<file path="config.mk">
export PLATFORM = sky130hd
export DESIGN_NAME = sorted_priority_queue_top
export DESIGN_NICKNAME = d
export VERILOG_FILES = /design/src/rtl/core/spq_pkg.sv /design/src/rtl/core/spq_cell.sv /design/src/rtl/core/spq_out_buf.sv /design/src/rtl/core/sorted_priority_queue_top.sv
export VERILOG_INCLUDE_DIRS = /design/src /design/src/rtl/core
export SDC_FILE = /design/constraint.sdc
export NUM_CORES = 2
export LEC_CHECK = 0
export BUFFER_PORTS_ARGS = -buffer_cell sky130_fd_sc_hd__buf_2
export CAP_MARGIN = 20
export CORE_AREA = 5 5 327 329
export DETAILED_ROUTE_END_ITERATION = 8
export DIE_AREA = 0 0 332 334
export PLACE_DENSITY = 0.68
export SYNTH_ARGS = -nofsm -noshare
export SYNTH_HDL_FRONTEND = slang
export SYNTH_HIERARCHICAL = 1
export SYNTH_SLANG_ARGS = --single-unit
</file>
<file path="constraint.sdc">
create_clock -name i_clk -period 4.6 [get_ports i_clk]
set_input_delay 0.23 -clock i_clk [delete_from_list [all_inputs] [get_ports i_clk]]
set_output_delay 0.23 -clock i_clk [all_outputs]
set_load 0.05 [all_outputs]
</file>
<file path="src/rtl/core/sorted_priority_queue_top_macros.svh">
// Assertion macros for the sorted priority queue.
// Used by sorted_priority_queue_top; expects i_clk and i_rst_n in scope.
`ifndef SORTED_PRIORITY_QUEUE_TOP_MACROS_SVH
`define SORTED_PRIORITY_QUEUE_TOP_MACROS_SVH

// Same-cycle implication, disabled while reset is asserted.
`define SPQ_ASSERT_NOW(lbl, ante, cons, msg) \
    lbl: assert property (@(posedge i_clk) disable iff (!i_rst_n) (ante) |-> (cons)) \
        else $error(msg);

// Next-cycle implication, disabled while reset is asserted.
`define SPQ_ASSERT_NEXT(lbl, ante, cons, msg) \
    lbl: assert property (@(posedge i_clk) disable iff (!i_rst_n) (ante) |=> (cons)) \
        else $error(msg);

`endif

</file>
<file path="src/rtl/core/spq_pkg.sv">
// Types and codes shared by the sorted priority queue modules.
// No dependencies.
package spq_pkg;

    localparam int unsigned Depth  = 16;
    localparam int unsigned ValueW = 32;
    localparam int unsigned PrioW  = 16;
    localparam int unsigned KindW  = 2;
    localparam int unsigned StatW  = 2;
    localparam int unsigned CountW = 5;

    typedef enum logic [KindW-1:0] {
        KIND_INSERT = 2'd0,
        KIND_POP    = 2'd1,
        KIND_CLEAR  = 2'd2
    } t_kind;

    typedef enum logic [StatW-1:0] {
        ST_OK    = 2'd0,
        ST_EMPTY = 2'd1,
        ST_FULL  = 2'd2
    } t_status;

    typedef struct packed {
        logic [KindW-1:0]         kind;
        logic signed [ValueW-1:0] value;
        logic signed [PrioW-1:0]  priority_req;
    } t_in_item;

    typedef struct packed {
        logic signed [ValueW-1:0] popped_value;
        logic signed [PrioW-1:0]  popped_priority;
        logic [StatW-1:0]         status;
        logic [CountW-1:0]        count;
    } t_out_item;

    typedef struct packed {
        logic signed [ValueW-1:0] value;
        logic signed [PrioW-1:0]  prio;
    } t_entry;

    // Broadcast to every cell of the chain.
    typedef struct packed {
        logic   ins;
        logic   pop;
        t_entry new_entry;
    } t_cell_ctrl;

endpackage

</file>
<file path="src/rtl/core/spq_cell.sv">
// One cell of the sorted chain: holds a single entry and trades with its neighbours.
// Depends on spq_pkg.
module spq_cell (
    input  logic                i_clk,
    input  logic                i_occ,
    input  logic                i_left_keep,
    input  spq_pkg::t_entry     i_left_entry,
    input  spq_pkg::t_entry     i_right_entry,
    input  spq_pkg::t_cell_ctrl i_ctrl,
    output logic                o_keep,
    output spq_pkg::t_entry     o_entry
);
    import spq_pkg::*;

    t_entry r_entry;
    t_entry n_entry;

    // Occupied cells at or below the new priority form a prefix; they hold.
    assign o_keep = i_occ && ($signed(r_entry.prio) <= $signed(i_ctrl.new_entry.prio));

    always_comb begin
        n_entry = r_entry;
        if (i_ctrl.ins) begin
            if (o_keep) begin
                n_entry = r_entry;
            end else if (i_left_keep) begin
                n_entry = i_ctrl.new_entry;
            end else begin
                n_entry = i_left_entry;
            end
        end else if (i_ctrl.pop) begin
            n_entry = i_right_entry;
        end
    end

    always_ff @(posedge i_clk) begin
        r_entry <= n_entry;
    end

    assign o_entry = r_entry;

endmodule

</file>
<file path="src/rtl/core/spq_out_buf.sv">
// Result register with a skid stage behind it.
// Depends on spq_pkg.
module spq_out_buf (
    input  logic               i_clk,
    input  logic               i_rst_n,
    input  logic               i_push,
    input  spq_pkg::t_out_item i_item,
    input  logic               i_stall,
    output logic               o_valid,
    output spq_pkg::t_out_item o_item,
    output logic               o_full
);
    import spq_pkg::*;

    logic      r_out_valid;
    logic      n_out_valid;
    t_out_item r_out;
    t_out_item n_out;
    logic      r_skid_valid;
    logic      n_skid_valid;
    t_out_item r_skid;
    t_out_item n_skid;
    logic      w_take;

    assign w_take = r_out_valid && !i_stall;

    always_comb begin
        n_out_valid  = r_out_valid;
        n_out        = r_out;
        n_skid_valid = r_skid_valid;
        n_skid       = r_skid;
        if (r_skid_valid) begin
            // advance the skid entry once the output is taken
            if (w_take) begin
                n_out        = r_skid;
                n_skid_valid = 1'b0;
            end
        end else if (i_push) begin
            if (!r_out_valid || w_take) begin
                n_out       = i_item;
                n_out_valid = 1'b1;
            end else begin
                n_skid       = i_item;
                n_skid_valid = 1'b1;
            end
        end else if (w_take) begin
            n_out_valid = 1'b0;
        end
    end

    always_ff @(posedge i_clk) begin
        if (!i_rst_n) begin
            r_out_valid  <= 1'b0;
            r_skid_valid <= 1'b0;
        end else begin
            r_out_valid  <= n_out_valid;
            r_skid_valid <= n_skid_valid;
        end
        r_out  <= n_out;
        r_skid <= n_skid;
    end

    assign o_valid = r_out_valid;
    assign o_item  = r_out;
    assign o_full  = r_skid_valid;

endmodule

</file>
<file path="src/rtl/core/sorted_priority_queue_top.sv">
// Sorted priority queue: a chain of Depth cells (spq_pkg) kept in ascending priority order,
// equal priorities in arrival order. Every transaction (insert, pop, clear) takes
// effect in the cycle it is accepted and its result is registered in the output
// register or its skid stage; one transaction per cycle is sustained while the input
// is not stalled, since each cell only compares its own priority and copies from a
// neighbour. Input stalls only when the output register and its skid stage are both
// held. Depends on spq_pkg, spq_cell, spq_out_buf and sorted_priority_queue_top_macros.svh.
`include "sorted_priority_queue_top_macros.svh"

module sorted_priority_queue_top (
    input  logic               i_clk,
    input  logic               i_rst_n,
    input  logic               i_in_valid,
    input  spq_pkg::t_in_item  i_in_item,
    output logic               o_in_stall,
    output logic               o_out_valid,
    output spq_pkg::t_out_item o_out_item,
    input  logic               i_out_stall
);
    import spq_pkg::*;

    localparam int unsigned CW = $clog2(Depth + 1);

    logic          r_count;
    logic [CW-1:0] r_cnt;
    logic [CW-1:0] n_cnt;
    logic          w_fire;
    logic          w_full;
    logic          w_empty;
    logic          w_skid_full;
    t_cell_ctrl    w_ctrl;
    t_out_item     w_res;
    t_entry        w_entry [Depth];
    logic          w_keep  [Depth];

    assign w_fire  = i_in_valid && !w_skid_full;
    assign w_full  = (r_cnt == CW'(Depth));
    assign w_empty = (r_cnt == '0);

    // r_count flags a non-empty queue, registered beside the count
    always_ff @(posedge i_clk) begin
        if (!i_rst_n) begin
            r_cnt   <= '0;
            r_count <= 1'b0;
        end else begin
            r_cnt   <= n_cnt;
            r_count <= (n_cnt != '0);
        end
    end

    always_comb begin
        n_cnt                  = r_cnt;
        w_ctrl.ins             = 1'b0;
        w_ctrl.pop             = 1'b0;
        w_ctrl.new_entry.value = i_in_item.value;
        w_ctrl.new_entry.prio  = i_in_item.priority_req;
        w_res.popped_value     = '0;
        w_res.popped_priority  = '0;
        w_res.status           = ST_OK;
        unique case (i_in_item.kind)
            KIND_INSERT: begin
                if (w_full) begin
                    w_res.status = ST_FULL;
                end else begin
                    w_ctrl.ins = w_fire;
                    n_cnt      = w_fire ? r_cnt + CW'(1) : r_cnt;
                end
            end
            KIND_POP: begin
                if (w_empty) begin
                    w_res.status = ST_EMPTY;
                end else begin
                    w_ctrl.pop            = w_fire;
                    n_cnt                 = w_fire ? r_cnt - CW'(1) : r_cnt;
                    w_res.popped_value    = w_entry[0].value;
                    w_res.popped_priority = w_entry[0].prio;
                end
            end
            KIND_CLEAR: begin
                n_cnt = w_fire ? '0 : r_cnt;
            end
            default: begin
                n_cnt = r_cnt;
            end
        endcase
        w_res.count = CountW'(n_cnt);
    end

    for (genvar g = 0; g < Depth; g++) begin : g_cell
        t_entry w_left;
        t_entry w_right;
        logic   w_left_keep;

        if (g == 0) begin : g_head
            assign w_left      = w_ctrl.new_entry;
            assign w_left_keep = 1'b1;
        end else begin : g_body
            assign w_left      = w_entry[g-1];
            assign w_left_keep = w_keep[g-1];
        end

        if (g == Depth - 1) begin : g_tail
            assign w_right = w_entry[g];
        end else begin : g_mid
            assign w_right = w_entry[g+1];
        end

        spq_cell u_cell (
            .i_clk        (i_clk),
            .i_occ        (CW'(g) < r_cnt),
            .i_left_keep  (w_left_keep),
            .i_left_entry (w_left),
            .i_right_entry(w_right),
            .i_ctrl       (w_ctrl),
            .o_keep       (w_keep[g]),
            .o_entry      (w_entry[g])
        );
    end

    spq_out_buf u_out_buf (
        .i_clk  (i_clk),
        .i_rst_n(i_rst_n),
        .i_push (w_fire),
        .i_item (w_res),
        .i_stall(i_out_stall),
        .o_valid(o_out_valid),
        .o_item (o_out_item),
        .o_full (w_skid_full)
    );

    assign o_in_stall = w_skid_full;

    `SPQ_ASSERT_NOW(a_count_bound, 1'b1, r_cnt <= CW'(Depth), "entry count above depth")
    `SPQ_ASSERT_NOW(a_flag_match, 1'b1, r_count == (r_cnt != '0),
        "non-empty flag out of step")
    `SPQ_ASSERT_NEXT(a_pop_count, w_fire && (i_in_item.kind == KIND_POP) && !w_empty,
        r_cnt == $past(r_cnt) - CW'(1), "pop did not drop the count")
    `SPQ_ASSERT_NOW(a_head_sorted, r_cnt >= CW'(2),
        $signed(w_entry[0].prio) <= $signed(w_entry[1].prio), "head entries out of order")
    `SPQ_ASSERT_NOW(a_skid_order, w_skid_full, o_out_valid, "skid held without output")

endmodule
</file>
==> impl_metrics.toml <==
[run_status]
status = "completed"

[detailed_routing]
drtIter0Drc = 3088
drc_errors = 0
wire_per_inst_um = 19.2
vias = 34915
wl_met2_mm = 48.9
first_pass_iters = 6
drt_wl_total_mm = 119
routed-wl-met3_mm = 7.23
vias_per_cell = 5.61
ant_nets = 0
met1Wirelength_mm = 60.5
maxUsedRoutingLayer = "met5"

[clocking]
cts_sinks = 885
worstSkewPairLatency_ps = 670
cts_max_path_buffers = 3
clkTransAtPathRegs_ps = 60
htreeDepth = 3
cts-root-buf = "clkbuf_16"
cts_tree = "done"
numCtsBuffers = 98

[grt]
gr-usage-all-layers_pct = 20.9
antenna_found_initial = 8
grt_max_degree = 209
grt_pass1_wl_mm = 190
grt_overflow = 0
grt_pass1_vias = 33378

[setup_path]
critPathKind = "reg -> reg"
crit_required_ps = 4990
start_kind = "register"
cp_max_fo = 28
r2r_cells = 9
endpoint_kind = "register"
worstPathArrival_ps = 4080

[sta]
slew-limit-headroom_pct = 30.2
final.min_clock_period_ps = 3690
fin_worst_skew_ps = 21.2
tightestPinTransition_ps = 1040
slew_violations = 0
period_share_pct = 80.3
fmax_ghz = 0.271
setup_viol = 0
finalSetupTns_ps = 0
rsz0062_at_grt = "false"
finalHoldViolCount = 0

[pwr]
seqPwrFrac_pct = 48.4
power_frac_clock_pct = 36.0
p_sw_mw = 5.77
p_int_mw = 15.4
power.density_nw_per_um2 = 374
power.leakage_nw = 20.8
irDropWorstVdd_mv = 0.290
pwr-share-comb_pct = 15.6
swShare_pct = 27.2

[hold_path]
min_path_cells = 2
hp-class = "in -> reg"

[place]
dp_hpwl_mm = 84.3
gp_congestion = 0.844
dp_cells = 6033
port_buffers = 110

[layout]
area_delta_synth_final_pct = 10.7
nFillCells = 8839
num-nets-final = 5072
drive_above_1_share_pct = 10.1
fin_cells = 6220

[floorplanning]
die_area_um2 = 111000
rows = 118
core_region_area_um2 = 103000
start_util_pct = 49.6
io_pins = 111
dieHeight_um = 334
die-width_um = 332

[yosys]
synth_warnings = 6
syn_area_um2 = 51200
avgSynthCellArea_um2 = 10.8
synthCells = 4732
synth_nets = 5047

[run]
cap_viol_max_count = 0
-- worst paths after layout --
kind | from | endpoint | slack [ps]
worst max register to register | g_cell[8].u_cell/o_entry[14] | g_cell[9].u_cell/o_entry[26] | 910
worst min register to register | u_out_buf/o_valid | u_out_buf/o_valid | 540
worst min-delay path | i_in_item[49] | u_out_buf/r_skid[0] | 130
worst max-delay path | g_cell[8].u_cell/o_entry[14] | g_cell[9].u_cell/o_entry[26] | 910
-- worst max-delay path, cell delays in order (launching register included) --
cell and delay, ps:
edfxtp_1 460, ha_1 360, nand4_2 130, or4_4 570, o22ai_1 120, a31oi_1 100, nor2b_4 850, buf_4 480
mux2i_1 230, a21oi_1 90
-- cells in the final DEF, fill, tap and decap left out, drive strengths merged, types with 33 or more instances in the layout --
cell	count
o21ai	38
clkbuf	120
inv	314
mux2	56
a21o	39
clkinv	47
nor2	823
nand3	33
and2	52
nand2	69
ha	261
mux2i	780
a21oi	853
edfxtp	878
nand4	40
buf	213
-- state kept, by name, indices dropped and copies added, names as in the netlist --
name                   cells
g_cell.u_cell/o_entry    768
r_cnt                      5
u_out_buf/r_skid          55
u_out_buf/o_item          55
u_out_buf/o_valid          1
u_out_buf/o_full           1
-- per-layer routing --
metal / global-route usage, % / up-vias
met1: 33.1 / 16380
met4: 5.92 / 4
li1: - / 17316
met3: 2.76 / 178
met2: 30.0 / 1037
met5: 0 / -
-- repair_timing --
action | 4_1_cts | 5_1_grt
endpoints found under the hold margin | 7 | 0
gates resized for setup | 0 | 0
setup buffers | 0 | 0
hold buffers | 3 | 0
-- power groups by stage --
stage / Sequential (mW) / Combinational (mW) / Clock (mW)
after floorplan: 10.4 / 2.19 / 0
after global placement: 10.4 / 3.20 / 0
after detailed placement: 10.4 / 3.31 / 0
after CTS: 10.3 / 3.31 / 7.81
after global routing: 10.3 / 3.69 / 8.16
final: 10.3 / 3.31 / 7.62
-- layout make-up --
class | instances | area, µm² | share of cell area (%)
Timing Repair Buffer | 216 | 1730 | 3.05
Inverter | 313 | 1170 | 2.07
Clock inverter | 57 | 515 | 0.910
Clock buffer | 120 | 2580 | 4.55
Sequential cell | 885 | 26500 | 46.8
Antenna cell | 6 | 15.0 | 0.0265
Multi-Input combinational cell | 3243 | 22400 | 39.6
Tap cell | 1380 | 1730 | 3.05
-- through the flow --
step | hold WS (ps) | instance area (µm²) | power, mW | setup WS [ps] | util (%)
after floorplan | 352 | 51300 | 12.6 | 241 | -
after global placement | 516 | 53500 | 13.6 | 738 | 51.9
after detailed placement | 530 | 53500 | 13.7 | 675 | 51.9
after CTS | 70.6 | 56600 | 21.4 | 743 | 54.9
after global routing | 120 | 56700 | 22.2 | 690 | 54.9
final | 128 | 56700 | 21.2 | 907 | 54.9
(Power assumes the default switching activity.)
